`config.mk`:
```
export PLATFORM = sky130hd
export DESIGN_NAME = linear_key_value_table
export DESIGN_NICKNAME = d
export VERILOG_FILES = /design/src/rtl/lkv_pkg.sv /design/src/rtl/lkv_ram.sv /design/src/rtl/lkv_ctrl.sv /design/src/rtl/linear_key_value_table.sv
export VERILOG_INCLUDE_DIRS = /design/src /design/src/rtl
export SDC_FILE = /design/constraint.sdc
export NUM_CORES = 1
export LEC_CHECK = 0
export BUFFER_PORTS_ARGS = -buffer_cell sky130_fd_sc_hd__buf_4
export CAP_MARGIN = 40
export CELL_PAD_IN_SITES_DETAIL_PLACEMENT = 0
export CELL_PAD_IN_SITES_GLOBAL_PLACEMENT = 1
export CORE_UTILIZATION = 35
export CTS_CLUSTER_SIZE = 28
export DETAILED_ROUTE_END_ITERATION = 10
export GPL_TIMING_DRIVEN = 0
export PLACE_DENSITY = 0.6
export SLEW_MARGIN = 20
export SYNTH_ARGS = -nofsm -noshare
export SYNTH_HDL_FRONTEND = slang
export SYNTH_HIERARCHICAL = 1
export SYNTH_SLANG_ARGS = --single-unit
```
`constraint.sdc`:
```
create_clock -name clk -period 8.2 [get_ports clk]
set_input_delay 0 -clock clk [delete_from_list [all_inputs] [get_ports clk]]
set_output_delay 0 -clock clk [all_outputs]
set_load 0.05 [all_outputs]
```
`src/rtl/linear_key_value_table_defines.svh`:
```
// Assertion macros for the linear key/value table.
// Used by the top level only; expects clk and arst_n in scope.
`ifndef LINEAR_KEY_VALUE_TABLE_DEFINES_SVH
`define LINEAR_KEY_VALUE_TABLE_DEFINES_SVH

// Same-cycle implication, disabled in reset.
`define LKV_ASSERT_NOW(label, ante, cons, msg) \
	label: assert property (@(posedge clk) disable iff (!arst_n) (ante) |-> (cons)) \
		else $error(msg);

// Next-cycle implication, disabled in reset.
`define LKV_ASSERT_NEXT(label, ante, cons, msg) \
	label: assert property (@(posedge clk) disable iff (!arst_n) (ante) |=> (cons)) \
		else $error(msg);

`endif

```
`src/rtl/lkv_pkg.sv`:
```
// Shared sizes, request and status codes and the RAM request struct
// for the linear key/value table. No dependencies.
package lkv_pkg;

	localparam int TABLE_DEPTH = 16;
	localparam int KEY_BITS    = 32;
	localparam int VALUE_BITS  = 32;
	localparam int ENTRY_BITS  = KEY_BITS + VALUE_BITS;
	localparam int IDX_BITS    = $clog2(TABLE_DEPTH);
	localparam int CNT_BITS    = $clog2(TABLE_DEPTH + 1);

	typedef enum logic [2:0] {
		REQ_ACCESS = 3'd0,
		REQ_WRITE  = 3'd1,
		REQ_PEEK   = 3'd2,
		REQ_ERASE  = 3'd3,
		REQ_CLEAR  = 3'd4
	} req_t;

	localparam logic [1:0] ST_OK     = 2'd0;
	localparam logic [1:0] ST_ABSENT = 2'd1;
	localparam logic [1:0] ST_FULL   = 2'd2;

	// One entry word is {key, value}
	typedef struct packed {
		logic                  we;
		logic [IDX_BITS-1:0]   waddr;
		logic [ENTRY_BITS-1:0] wdata;
		logic                  re;
		logic [IDX_BITS-1:0]   raddr;
	} mem_req_t;

endpackage

```
`src/rtl/lkv_ram.sv`:
```
// Generic simple dual-port RAM: one write port, one registered read port.
// No dependencies.
module lkv_ram #(
	parameter int WIDTH = 8,
	parameter int DEPTH = 16
) (
	input  logic                     clk,
	input  logic                     we,
	input  logic [$clog2(DEPTH)-1:0] waddr,
	input  logic [WIDTH-1:0]         wdata,
	input  logic                     re,
	input  logic [$clog2(DEPTH)-1:0] raddr,
	output logic [WIDTH-1:0]         rdata
);

	logic [WIDTH-1:0] mem [DEPTH];

	always_ff @(posedge clk) begin
		if (we) begin
			mem[waddr] <= wdata;
		end
		if (re) begin
			rdata <= mem[raddr];
		end
	end

endmodule

```
`src/rtl/lkv_ctrl.sv`:
```
// Request sequencer: linear scan, update, erase swap-with-last, count.
// Depends on lkv_pkg; drives the entry RAM through a mem_req_t.
module lkv_ctrl (
	input  logic                          clk,
	input  logic                          arst_n,
	input  logic                          start,
	input  logic [2:0]                    req_type,
	input  logic [31:0]                   key,
	input  logic [31:0]                   wr_value,
	output logic                          busy,
	output logic                          done,
	output logic [31:0]                   value,
	output logic                          hit,
	output logic [1:0]                    status,
	output logic [4:0]                    entry_count,
	output lkv_pkg::mem_req_t             mem_req,
	input  logic [lkv_pkg::ENTRY_BITS-1:0] rd_data
);
	import lkv_pkg::*;

	typedef enum logic [1:0] {S_IDLE, S_SCAN, S_ERD, S_EWR} state_t;

	state_t                state_q;
	req_t                  req_q;
	logic [KEY_BITS-1:0]   key_q;
	logic [VALUE_BITS-1:0] wv_q;
	logic [CNT_BITS-1:0]   count_q;
	logic [CNT_BITS-1:0]   scan_q;
	logic [IDX_BITS-1:0]   pos_q;
	logic                  chk_s1;
	logic [IDX_BITS-1:0]   chkidx_s1;
	logic                  done_q;
	logic [VALUE_BITS-1:0] value_q;
	logic                  hit_q;
	logic [1:0]            status_q;

	logic [KEY_BITS-1:0]   entry_key;
	logic [VALUE_BITS-1:0] entry_val;
	logic [CNT_BITS-1:0]   cnt_m1;
	logic                  is_last;
	logic                  has_room;
	logic                  scan_hit;
	logic                  scan_miss;
	logic                  is_insert;
	req_t                  in_req;

	assign in_req    = req_t'(req_type);
	assign entry_key = rd_data[ENTRY_BITS-1 -: KEY_BITS];
	assign entry_val = rd_data[VALUE_BITS-1:0];
	assign cnt_m1    = count_q - CNT_BITS'(1);
	assign is_last   = ({1'b0, chkidx_s1} == (IDX_BITS + 1)'(cnt_m1));
	assign has_room  = (count_q < CNT_BITS'(TABLE_DEPTH));
	assign is_insert = (req_q == REQ_ACCESS) || (req_q == REQ_WRITE);
	assign scan_hit  = (state_q == S_SCAN) && chk_s1 && (entry_key == key_q);
	// Empty table: nothing to read, decide at once
	assign scan_miss = (state_q == S_SCAN) &&
		((chk_s1 && (entry_key != key_q) && is_last) ||
		 (!chk_s1 && (count_q == '0)));

	always_comb begin
		mem_req = '0;
		case (state_q)
			S_SCAN: begin
				mem_req.re    = (scan_q < count_q);
				mem_req.raddr = scan_q[IDX_BITS-1:0];
				if (scan_hit && (req_q == REQ_WRITE)) begin
					mem_req.we    = 1'b1;
					mem_req.waddr = chkidx_s1;
					mem_req.wdata = {key_q, wv_q};
				end else if (scan_miss && is_insert && has_room) begin
					mem_req.we    = 1'b1;
					mem_req.waddr = count_q[IDX_BITS-1:0];
					mem_req.wdata = {key_q, (req_q == REQ_WRITE) ? wv_q : VALUE_BITS'(0)};
				end
			end
			S_ERD: begin
				mem_req.re    = 1'b1;
				mem_req.raddr = cnt_m1[IDX_BITS-1:0];
			end
			S_EWR: begin
				mem_req.we    = 1'b1;
				mem_req.waddr = pos_q;
				mem_req.wdata = rd_data;
			end
			default: begin
				mem_req = '0;
			end
		endcase
	end

	always_ff @(posedge clk or negedge arst_n) begin
		if (!arst_n) begin
			state_q <= S_IDLE;
			count_q <= '0;
			chk_s1  <= 1'b0;
			done_q  <= 1'b0;
		end else begin
			done_q <= 1'b0;
			case (state_q)
				S_IDLE: begin
					if (start) begin
						req_q    <= in_req;
						key_q    <= key[KEY_BITS-1:0];
						wv_q     <= wr_value[VALUE_BITS-1:0];
						scan_q   <= '0;
						chk_s1   <= 1'b0;
						value_q  <= '0;
						hit_q    <= 1'b0;
						status_q <= ST_OK;
						case (in_req)
							REQ_ACCESS, REQ_WRITE, REQ_PEEK, REQ_ERASE: begin
								state_q <= S_SCAN;
							end
							REQ_CLEAR: begin
								count_q <= '0;
								done_q  <= 1'b1;
							end
							default: begin
								done_q <= 1'b1;
							end
						endcase
					end
				end
				S_SCAN: begin
					chk_s1    <= mem_req.re;
					chkidx_s1 <= scan_q[IDX_BITS-1:0];
					if (mem_req.re) begin
						scan_q <= scan_q + CNT_BITS'(1);
					end
					if (scan_hit) begin
						hit_q   <= 1'b1;
						value_q <= (req_q == REQ_WRITE) ? wv_q : entry_val;
						pos_q   <= chkidx_s1;
						chk_s1  <= 1'b0;
						if ((req_q == REQ_ERASE) && !is_last) begin
							state_q <= S_ERD;
						end else begin
							if (req_q == REQ_ERASE) begin
								count_q <= cnt_m1;
							end
							done_q  <= 1'b1;
							state_q <= S_IDLE;
						end
					end else if (scan_miss) begin
						chk_s1  <= 1'b0;
						done_q  <= 1'b1;
						state_q <= S_IDLE;
						if (is_insert) begin
							if (has_room) begin
								count_q <= count_q + CNT_BITS'(1);
								value_q <= (req_q == REQ_WRITE) ? wv_q : VALUE_BITS'(0);
							end else begin
								status_q <= ST_FULL;
							end
						end else if (req_q == REQ_ERASE) begin
							status_q <= ST_ABSENT;
						end
					end
				end
				S_ERD: begin
					state_q <= S_EWR;
				end
				S_EWR: begin
					count_q <= cnt_m1;
					done_q  <= 1'b1;
					state_q <= S_IDLE;
				end
				default: begin
					state_q <= S_IDLE;
				end
			endcase
		end
	end

	assign busy        = (state_q != S_IDLE);
	assign done        = done_q;
	assign value       = 32'(value_q);
	assign hit         = hit_q;
	assign status      = status_q;
	assign entry_count = 5'(count_q);

endmodule

```
`src/rtl/linear_key_value_table.sv`:
```
// Top level of the linear key/value table: sequencer plus entry RAM.
// Depends on lkv_pkg, lkv_ram, lkv_ctrl and linear_key_value_table_defines.svh.

// A small unsorted table of up to TABLE_DEPTH key/value pairs. A request
// word is taken at the clock edge where start is high and busy is low; its
// single result word appears on value/hit/status/entry_count for exactly one
// cycle with done high, and must be taken then - there is no back-pressure.
// Requests run one at a time. Keys and values sit together in one RAM with
// a registered read, and lookup scans the used entries one per cycle through
// that read port. A hit ends the scan at the matching slot, a miss ends it
// after the last used entry (at once for an empty table), an erase that must
// move the last entry into the freed slot then reads it and writes it there,
// and clear or an unused code answers straight from idle. The entry count is
// held in a flip-flop and reset to zero; RAM contents are never cleared, only
// entries below the count are read. Every RAM write finishes before the next
// request's first read, so no forwarding is needed. A full table refuses
// inserts with status full.
module linear_key_value_table (
	input  logic        clk,
	input  logic        arst_n,
	input  logic        start,
	output logic        busy,
	input  logic [2:0]  req_type,
	input  logic [31:0] key,
	input  logic [31:0] wr_value,
	output logic        done,
	output logic [31:0] value,
	output logic        hit,
	output logic [1:0]  status,
	output logic [4:0]  entry_count
);
	import lkv_pkg::*;

	`include "linear_key_value_table_defines.svh"

	mem_req_t              mem_req;
	logic [ENTRY_BITS-1:0] rd_data;

	// Scan, update and swap-with-last sequencing
	lkv_ctrl u_ctrl (
		.clk         (clk),
		.arst_n      (arst_n),
		.start       (start),
		.req_type    (req_type),
		.key         (key),
		.wr_value    (wr_value),
		.busy        (busy),
		.done        (done),
		.value       (value),
		.hit         (hit),
		.status      (status),
		.entry_count (entry_count),
		.mem_req     (mem_req),
		.rd_data     (rd_data)
	);

	// Entry store: {key, value} per word
	lkv_ram #(
		.WIDTH (ENTRY_BITS),
		.DEPTH (TABLE_DEPTH)
	) u_entries (
		.clk   (clk),
		.we    (mem_req.we),
		.waddr (mem_req.waddr),
		.wdata (mem_req.wdata),
		.re    (mem_req.re),
		.raddr (mem_req.raddr),
		.rdata (rd_data)
	);

	// An accepted word either starts work or answers on the next cycle
	`LKV_ASSERT_NEXT(a_accept_progress, start && !busy, busy || done, "accepted word stalled")
	// Count never passes the table size
	`LKV_ASSERT_NOW(a_count_bound, done, entry_count <= 5'(TABLE_DEPTH), "entry count overflow")
	// Full refusal only with a full table and no hit
	`LKV_ASSERT_NOW(a_full_consistent, done && (status == ST_FULL),
		(entry_count == 5'(TABLE_DEPTH)) && !hit, "bad full report")
	// A hit is always a success
	`LKV_ASSERT_NOW(a_hit_ok, done && hit, status == ST_OK, "hit with error status")

endmodule
```
==> results.sh, run 1 <==
export IMPL_cts_buffers=133
export IMPL_fillerInstances=11200
export IMPL_insertion_delay_ps=760
export IMPL_area_sequential_sq_mm=0.0363
export IMPL_min_delay_start="req_type[2]"
export IMPL_finalClockSkew_ps=36.5
export IMPL_areaGrowthSynthToFinish_pct=23.7
export IMPL_power_combinational_fraction_pct=19.1
export IMPL_syn_inst=2206
export IMPL_multiInputGateArea_sq_mm=0.00960
export IMPL_gr_total_overflow=0
export IMPL_starting_density_of_the_core_pct=35.3
export IMPL_timing_worst_slew_pin_value_ps=927
export IMPL_total_switching_power_uw=4360
export IMPL_power_static_leakage_uw=0.0181
export IMPL_globalRouteTotalUtil_pct=18.6
export IMPL_cts_max_path_bufs=3
export IMPL_part_of_the_total_power_dissipated_in_the_clock_network_pct=36.4
export IMPL_crit_path_start_kind="register"
export IMPL_worst_path_max_fanout=7
export IMPL_cts_resized=0
export IMPL_yosys_area_top_type_share_pct=77.7
export IMPL_list_of_most_frequent_post_synthesis_cells="sky130_fd_sc_hd__edfxtp_1 (1,203), sky130_fd_sc_hd__mux4_2 (256), sky130_fd_sc_hd__nand2_1 (201)"
export IMPL_setup_total_negative_slack_ps=0
export IMPL_detail_route_first_pass_iterations=6
export IMPL_antenna_cells_inserted=0
export IMPL_timing_final_max_slew_violations=0
export IMPL_reg2reg_from="u_ctrl/key_q[6]$_DFFE_PP_"
export IMPL_number_of_design_rule_violations_left_by_the_first_detailed_router_iteration=2630
export IMPL_layout_drive_gt1_share_pct=28.1
export IMPL_finish_cell_count_without_fillers=4606
export IMPL_routed_wire_length_um=125000
export IMPL_finalCritPeriodShare_pct=75.5
export IMPL_htreeDepth=4
export IMPL_ys_seq_elements=1212
export IMPL_maxClockFrequency_mhz=161
export IMPL_core_sq_mm=0.132
export IMPL_synth_net_count=2287
export IMPL_timing_max_cap_violations=0
export IMPL_largest_net_degree_at_the_start_of_global_routing=44
export IMPL_die_area_sq_mm=0.134
export IMPL_vdd_ir_max_uv=154
export IMPL_port_buffer_count=111
export IMPL_antenna_violating_nets_left=0
export IMPL_clkSinkCount=1212
export IMPL_distinct_cell_type_count_after_synthesis=64
export IMPL_grt_antenna_before_repair=1
export IMPL_place_congestion=0.793
export IMPL_switching_share_pct=26.6
export IMPL_synth_yosys_warnings=6
export IMPL_status="complete, no violations"
export IMPL_netlist_area_sq_mm=0.0465
export IMPL_min_delay_path_depth=4
export IMPL_critPathCaptureType="register"
export IMPL_number_of_post_cts_setup_repair_buffers=0
export IMPL_place_detailed_hpwl_um=82600
export IMPL_synth_top_flop_cell="sky130_fd_sc_hd__edfxtp_1"
export IMPL_yosys_top_cells_area="sky130_fd_sc_hd__edfxtp_1 (78%), sky130_fd_sc_hd__mux4_2 (12%), sky130_fd_sc_hd__a22oi_1 (2.1%), sky130_fd_sc_hd__nand2_1 (1.6%), sky130_fd_sc_hd__xor2_1 (0.70%)"
export IMPL_synth_most_common_cell="sky130_fd_sc_hd__edfxtp_1"
export IMPL_wl_per_cell_um=27.2
export IMPL_seq_area_frac_synth_pct=78.2
export IMPL_min_delay_path_class="input pin to register"
export IMPL_power_per_cell_area_mw_per_mm2=284
export IMPL_timing_hold_violations_final=0
export IMPL_routed_via_density=5.30
export IMPL_synth_enable_flop_cells=1203
export IMPL_remaining_drc_errors=0
export IMPL_timing_slew_headroom_pct=37.7
export IMPL_count_of_final_setup_violators=0
export IMPL_time_the_worst_path_needs_with_i_o_delays_and_setup_ps=6190
export IMPL_tritoncts="yes"
export IMPL_cts_root_buffer_cell="sky130_fd_sc_hd__clkbuf_16"
export IMPL_p_int_uw=12000
export IMPL_die_width_um=366
export IMPL_reg2regPathDepth=14
export IMPL_timing_critical_path_required_ps=8640
export IMPL_die_h_um=366
export IMPL_vias=24400
export IMPL_grt_pass1_wl_um=179000
export IMPL_std_cell_rows=133
export IMPL_first_global_vias=24800
export IMPL_yosys_area_top_type="sky130_fd_sc_hd__edfxtp_1"
export IMPL_arrival_ps=6640
export IMPL_worst_setup_path_type="register to register"
export IMPL_seq_power_share_pct=44.5
export IMPL_min_to="u_ctrl/done$_DFF_PN0_"
export IMPL_grt_setup_unrepaired="false"
export IMPL_nNetsFinal=2829
export IMPL_io_pins=112
export IMPL_post_place_cells=4200
export IMPL_rrSetupSlack_ps=2010
export IMPL_r2r_end="u_entries/mem[12][44]$_DFFE_PP_"
export IMPL_postSynthAreaPerCell_sq_um=21.1
export IMPL_cts_clk_slew_worst_paths_ps=60
export IMPL_synthArstFlopShare_pct=0.743
[layout make-up]
class                           instances  share of cell area [%]
Buffer                                117                    1.08
Sequential cell                      1212                    63.2
Clock buffer                          164                    6.25
Clock inverter                         74                    1.31
Multi-Input combinational cell        862                    16.7
Tap cell                             1755                    3.82
Timing Repair Buffer                  407                    7.53
Inverter                               15                   0.107
[worst max path at each step]
stage | start | end | slack, ps | cells past startpoint
3_3_place_gp | u_ctrl/key_q[29]$_DFFE_PP_ | u_entries/mem[0][41]$_DFFE_PP_ | -7370 | 9
5_1_grt | u_ctrl/key_q[29]$_DFFE_PP_ | u_entries/mem[12][44]$_DFFE_PP_ | 1970 | 14
4_1_cts | u_ctrl/key_q[29]$_DFFE_PP_ | u_entries/mem[12][44]$_DFFE_PP_ | 2110 | 14
3_5_place_dp | u_ctrl/key_q[29]$_DFFE_PP_ | u_entries/mem[12][52]$_DFFE_PP_ | 2140 | 14
6_report | u_ctrl/key_q[6]$_DFFE_PP_ | u_entries/mem[12][44]$_DFFE_PP_ | 2010 | 14
2_1_floorplan | u_ctrl/entry_count[0]$_DFFE_PN0P_ | u_entries/mem[0][0]$_DFFE_PP_ | 460 | 11
[metal layers]
layer  vias to the layer above  routed length (um)  track usage (%)
met1                     13000               54200             25.9
met4                         0                2790             5.46
met2                       951               60200             30.0
li1                      10300                   -                -
met5                         -                   0                0
met3                       183                7900             3.26
[repair_timing]
| item | CTS | global route |
|---|---|---|
| setup endpoints to repair | 0 | 0 |
| hold endpoints to repair | 133 | 0 |
| hold buffers | 137 | 0 |
[kinds of logic (layout without fill, tap and decap cells)]
family                     Yosys count  in the layout  synth area share (%)
buffers and inverters              132            777                  1.45
and+or+nand+nor                    299            299                  2.81
muxes                              259            259                  12.5
AOI/OAI and AO/OA                  251            251                  4.00
adders and majority gates           11             11                 0.296
DFF                               1212           1212                  78.2
xor gates and xnor gates            42             42                 0.791
[critical path, cell delays in order, from the launching register on]
cell and delay (ps):
sky130_fd_sc_hd__edfxtp_1 440, sky130_fd_sc_hd__xor2_1 200, sky130_fd_sc_hd__nor4_1 820, sky130_fd_sc_hd__nand4_1 740, sky130_fd_sc_hd__nor3_2 610, sky130_fd_sc_hd__and2_1 320
sky130_fd_sc_hd__a21o_2 330, sky130_fd_sc_hd__or2_2 220, sky130_fd_sc_hd__nand3_1 310, sky130_fd_sc_hd__nor3_2 730, sky130_fd_sc_hd__buf_4 330, sky130_fd_sc_hd__buf_6 170
sky130_fd_sc_hd__buf_4 210, sky130_fd_sc_hd__buf_4 220, sky130_fd_sc_hd__buf_4 210
[sequential cells by signal (all words and copies together), names as in the netlist, named ones only]
signal / cells
u_ctrl/chk_s1: 1
u_ctrl/chkidx_s1: 4
u_ctrl/done: 1
u_ctrl/entry_count: 5
u_ctrl/hit: 1
u_ctrl/key_q: 32
u_ctrl/pos_q: 4
u_ctrl/req_q: 3
u_ctrl/scan_q: 5
u_ctrl/state_q: 1
u_ctrl/status: 2
u_ctrl/value: 32
u_ctrl/wv_q: 32
u_entries/mem: 1024
u_entries/rdata: 64
[cell usage in the layout (no fill, tap or decap), types with 13 or more instances in the layout]
| cell | Yosys | layout |
|---|---|---|
| sky130_fd_sc_hd__dlygate4sd3_1 | 0 | 137 |
| sky130_fd_sc_hd__clkbuf_16 | 0 | 140 |
| sky130_fd_sc_hd__xor2_1 | 37 | 37 |
| sky130_fd_sc_hd__buf_16 | 0 | 19 |
| sky130_fd_sc_hd__buf_2 | 20 | 20 |
| sky130_fd_sc_hd__inv_1 | 14 | 13 |
| sky130_fd_sc_hd__o21ai_1 | 9 | 33 |
| sky130_fd_sc_hd__buf_4 | 13 | 182 |
| sky130_fd_sc_hd__bufinv_16 | 0 | 13 |
| sky130_fd_sc_hd__nand2_1 | 201 | 201 |
| sky130_fd_sc_hd__a22oi_1 | 131 | 131 |
| sky130_fd_sc_hd__mux4_2 | 256 | 256 |
| sky130_fd_sc_hd__nor2_1 | 31 | 18 |
| sky130_fd_sc_hd__buf_12 | 0 | 31 |
| sky130_fd_sc_hd__clkinv_2 | 0 | 20 |
| sky130_fd_sc_hd__a22o_1 | 32 | 32 |
| sky130_fd_sc_hd__edfxtp_1 | 1203 | 1203 |
| sky130_fd_sc_hd__buf_6 | 14 | 48 |
| sky130_fd_sc_hd__buf_1 | 15 | 15 |
| sky130_fd_sc_hd__clkinv_1 | 0 | 25 |
| sky130_fd_sc_hd__clkbuf_1 | 54 | 78 |
[power by group through the flow]
stage / registers [uW] / logic, uW / clock network [uW]
2_1_floorplan: 7520 / 1860 / 0
3_3_place_gp: 7430 / 2950 / 0
3_5_place_dp: 7400 / 3070 / 0
4_1_cts: 7270 / 3140 / 6090
5_1_grt: 7290 / 3320 / 6310
6_report: 7270 / 3120 / 5950
[stage by stage]
stage | power, uW | setup slack, ps | utilization (%) | hold slack (ps) | instance area, sq um
after global routing | 16900 | 1970 | 43.7 | 192 | 57500
after detailed placement | 10500 | 2140 | 39.2 | -132 | 51500
after global placement | 10400 | -7370 | 37.6 | -139 | 49500
after floorplan | 9380 | 457 | - | -296 | 46500
final | 16300 | 2010 | 43.7 | 184 | 57500
after CTS | 16500 | 2110 | 43.5 | 126 | 57300
Power figures use the tool's default switching activity.
==> run 2: changes to the inputs <==
--- a/config.mk
+++ b/config.mk
@@ -6,6 +6,7 @@
 export SDC_FILE = /design/constraint.sdc
 export NUM_CORES = 1
 export LEC_CHECK = 0
+export ABC_AREA = 1
 export BUFFER_PORTS_ARGS = -buffer_cell sky130_fd_sc_hd__buf_4
 export CAP_MARGIN = 40
 export CELL_PAD_IN_SITES_DETAIL_PLACEMENT = 0
@@ -14,7 +15,7 @@
 export CTS_CLUSTER_SIZE = 28
 export DETAILED_ROUTE_END_ITERATION = 10
 export GPL_TIMING_DRIVEN = 0
-export PLACE_DENSITY = 0.6
+export PLACE_DENSITY = 0.67
 export SLEW_MARGIN = 20
 export SYNTH_ARGS = -nofsm -noshare
 export SYNTH_HDL_FRONTEND = slang
==> constraint.sdc (replaced) <==
create_clock -name clk -period 5.52 [get_ports clk]
set_input_delay 0 -clock clk [delete_from_list [all_inputs] [get_ports clk]]
set_output_delay 0 -clock clk [all_outputs]
set_load 0.05 [all_outputs]
==> results.sh, run 2 <==
export IMPL_grt_antenna_before_repair=9
export IMPL_largest_net_degree_at_the_start_of_global_routing=25
export IMPL_cts_clk_slew_worst_paths_ps=50
export IMPL_power_static_leakage_uw=0.0266
export IMPL_timing_critical_path_required_ps=5980
export IMPL_wl_per_cell_um=21.6
export IMPL_io_pins=112
export IMPL_clkSinkCount=1212
export IMPL_port_buffer_count=111
export IMPL_grt_pass1_wl_um=237000
export IMPL_grt_setup_unrepaired="false"
export IMPL_crit_chain="xnor2_1 > nand2_1 > nor2_1 > nand2_1 > nor2_1 > nand2_1 > nand2_1 > nand2_2 > nand3_4 > nand2_4 > buf_6 > nand2_1 > nand2_1 > nand3b_1 > nor2_4 > buf_16 > buf_16 > buf_12"
export IMPL_finalCritPeriodShare_pct=93.1
export IMPL_ys_seq_elements=1212
export IMPL_holdWs_ps=135
export IMPL_std_cell_rows=142
export IMPL_syn_inst=4996
export IMPL_synth_enable_flop_cells=1203
export IMPL_global_route_usage_met3_pct=4.02
export IMPL_rrSetupSlack_ps=380
export IMPL_timing_hold_violations_final=0
export IMPL_critPathCaptureType="register"
export IMPL_die_width_um=390
export IMPL_arrival_ps=5590
export IMPL_worst_path_max_fanout=17
export IMPL_core_sq_mm=0.150
export IMPL_timing_final_max_slew_violations=0
export IMPL_nNetsFinal=5552
export IMPL_remaining_drc_errors=0
export IMPL_synth_net_count=5077
export IMPL_die_h_um=390
export IMPL_worst_slack_ps=381
export IMPL_cpPeakStageDelay_ps=790
export IMPL_largestRegisters="u_entries/mem (1024), u_entries/rdata (64)"
export IMPL_seq_area_frac_synth_pct=69.0
export IMPL_timing_slew_headroom_pct=39.1
export IMPL_list_of_most_frequent_post_synthesis_cells="sky130_fd_sc_hd__nand2_1 (1,665), sky130_fd_sc_hd__edfxtp_1 (1,203), sky130_fd_sc_hd__inv_1 (863)"
export IMPL_timing_worst_slew_pin_value_ps=907
export IMPL_yosys_area_top_type_share_pct=68.5
export IMPL_setup_total_negative_slack_ps=0
export IMPL_reg2reg_from="u_ctrl/key_q[31]$_DFFE_PP_"
export IMPL_reg2regPathDepth=18
export IMPL_r2r_end="u_entries/mem[10][58]$_DFFE_PP_"
export IMPL_synth_top_flop_cell="sky130_fd_sc_hd__edfxtp_1"
export IMPL_dpl_worst_slack_ps=604
export IMPL_crit_path_start_kind="register"
export IMPL_synth_yosys_warnings=6
export IMPL_cts_max_path_bufs=3
export IMPL_maxClockFrequency_mhz=195
export IMPL_vias=36500
export IMPL_time_the_worst_path_needs_with_i_o_delays_and_setup_ps=5140
export IMPL_place_congestion=0.830
export IMPL_power_per_cell_area_mw_per_mm2=396
export IMPL_synth_most_common_cell="sky130_fd_sc_hd__nand2_1"
export IMPL_globalRouteTotalUtil_pct=21.5
export IMPL_count_of_final_setup_violators=0
export IMPL_yosys_area_top_type="sky130_fd_sc_hd__edfxtp_1"
export IMPL_htreeDepth=4
export IMPL_min_delay_start="req_type[2]"
export IMPL_die_area_sq_mm=0.152
export IMPL_gr_total_overflow=0
export IMPL_tritoncts="yes"
export IMPL_layout_common_cells="sky130_fd_sc_hd__nand2_1 (1,665), sky130_fd_sc_hd__edfxtp_1 (1,203), sky130_fd_sc_hd__inv_1 (863), sky130_fd_sc_hd__nand3_1 (785), sky130_fd_sc_hd__buf_4 (144)"
export IMPL_number_of_post_cts_setup_repair_buffers=0
export IMPL_grt_util_met1_pct=29.9
export IMPL_largest_register_ff_count=1024
export IMPL_cts_root_buffer_cell="sky130_fd_sc_hd__clkbuf_16"
export IMPL_antenna_violating_nets_left=0
export IMPL_vdd_ir_max_uv=215
export IMPL_worst_setup_path_startpoint="u_ctrl/key_q[31]$_DFFE_PP_"
export IMPL_worst_setup_path_type="register to register"
export IMPL_routed_via_density=4.81
export IMPL_min_delay_path_class="input pin to register"
export IMPL_finalClockSkew_ps=21.3
export IMPL_detail_route_first_pass_iterations=5
export IMPL_insertion_delay_ps=780
export IMPL_grt_busiest_layer="met2"
export IMPL_grt_use_met2_pct=33.8
export IMPL_distinct_cell_type_count_after_synthesis=34
export IMPL_place_detailed_hpwl_um=112000
export IMPL_cts_resized=0
export IMPL_fin_util_pct=42.4
export IMPL_mostFrequentLayoutCell="sky130_fd_sc_hd__nand2_1"
export IMPL_layout_drive_gt1_share_pct=11.7
export IMPL_first_global_vias=34600
export IMPL_starting_density_of_the_core_pct=35.2
export IMPL_cts_buffers=134
export IMPL_most_common_cell_on_crit_path="sky130_fd_sc_hd__nand2_1"
export IMPL_critPathCapture="u_entries/mem[10][58]$_DFFE_PP_"
export IMPL_postSynthAreaPerCell_sq_um=10.6
export IMPL_crit_slowest_cell="sky130_fd_sc_hd__xnor2_1"
export IMPL_netlist_area_sq_mm=0.0527
export IMPL_fillerInstances=14100
export IMPL_regMostFlops="u_entries/mem"
export IMPL_number_of_design_rule_violations_left_by_the_first_detailed_router_iteration=3434
export IMPL_areaGrowthSynthToFinish_pct=20.4
export IMPL_yosys_top_cells_area="sky130_fd_sc_hd__edfxtp_1 (69%), sky130_fd_sc_hd__nand2_1 (12%), sky130_fd_sc_hd__nand3_1 (7.5%), sky130_fd_sc_hd__inv_1 (6.1%), sky130_fd_sc_hd__buf_6 (1.1%)"
export IMPL_status="complete, no violations"
export IMPL_routed_wire_length_um=164000
export IMPL_synthArstFlopShare_pct=0.743
export IMPL_timing_max_cap_violations=0
==> run 2: changes by cell type after synthesis, moves of 31 or more <==
cell                      before   now
sky130_fd_sc_hd__a22oi_1     131     0
sky130_fd_sc_hd__a22o_1       32     0
sky130_fd_sc_hd__mux4_2      256     0
sky130_fd_sc_hd__buf_6        14    53
sky130_fd_sc_hd__nand3_1       8   785
sky130_fd_sc_hd__nand2_1     201  1665
sky130_fd_sc_hd__inv_1        14   863
sky130_fd_sc_hd__nor2_1       31    91
sky130_fd_sc_hd__a31o_2        1    32
sky130_fd_sc_hd__xor2_1       37     3
sky130_fd_sc_hd__buf_2        20   117
==> run 2: layout make-up <==
type | instances | area [sq um] | area share [%]
tap | 2016 | 2520 | 3.97
timing repair buffer | 339 | 3970 | 6.26
buffer | 237 | 1530 | 2.41
clock inverter | 63 | 474 | 0.747
sequential | 1212 | 36300 | 57.3
antenna | 3 | 7.51 | 0.0118
clock buffer | 173 | 3630 | 5.71
multi-input combinational | 2677 | 11700 | 18.5
inverter | 870 | 3270 | 5.16
==> run 2: cell families (layout without fill, tap and decap cells) <==
group           count (synthesis)  after routing  share of synthesized area (%)
flops                        1212           1212                           69.0
compound gates                 77             77                           1.00
buf+inv                      1107           1682                           9.09
simple gates                 2565           2565                           20.3
fa+ha+maj                      11             11                          0.261
xor+xnor                       24             24                          0.399
other cells                     0              3                              0
==> run 2: what timing repair did <==
| item | in CTS | in global routing |
|---|---|---|
| hold buffers | 137 | 0 |
| setup endpoints to repair | 0 | 0 |
| endpoints found under the hold margin | 132 | 0 |
==> run 2: where the power goes <==
part	internal (uW)	switching [uW]
registers	10600	152
logic	1690	4250
clock network	4860	3600
total	17100	8000
==> run 2: how the worst min path moves through the flow <==
stage	slack [ps]	end	cells after the start
after global placement	-150	u_ctrl/entry_count[0]$_DFFE_PN0P_	1
after floorplan	-300	asynchronous set/reset pin	0
after detailed placement	-150	u_ctrl/entry_count[0]$_DFFE_PN0P_	1
final	130	u_ctrl/state_q[0]$_DFFE_PN0P_	5
after CTS	70	u_ctrl/state_q[0]$_DFFE_PN0P_	5
after global routing	130	u_ctrl/state_q[0]$_DFFE_PN0P_	5
==> run 2: critical path, delay by kind of cell, from the launching register on <==
kind	cells	cell delay, ps
simple gates	13	2590
xor+xnor	1	790
buf+inv	4	790
flops	1	560
==> run 2: per-stage QoR <==
stage / instances / cell area (sq um) / power (uW)
2_1_floorplan: 4996 / 52700 / 14300
3_3_place_gp: 7123 / 56100 / 16600
3_5_place_dp: 7212 / 58000 / 16700
4_1_cts: 7585 / 63500 / 25300
5_1_grt: 7587 / 63500 / 26100
6_report: 7590 / 63500 / 25100
==> run 2: metal layers <==
metal,vias up,part of all wire (%)
met2,1354,46
met4,0,2.9
li1,17200,-
met1,17800,44
met5,-,0
met3,227,7.7
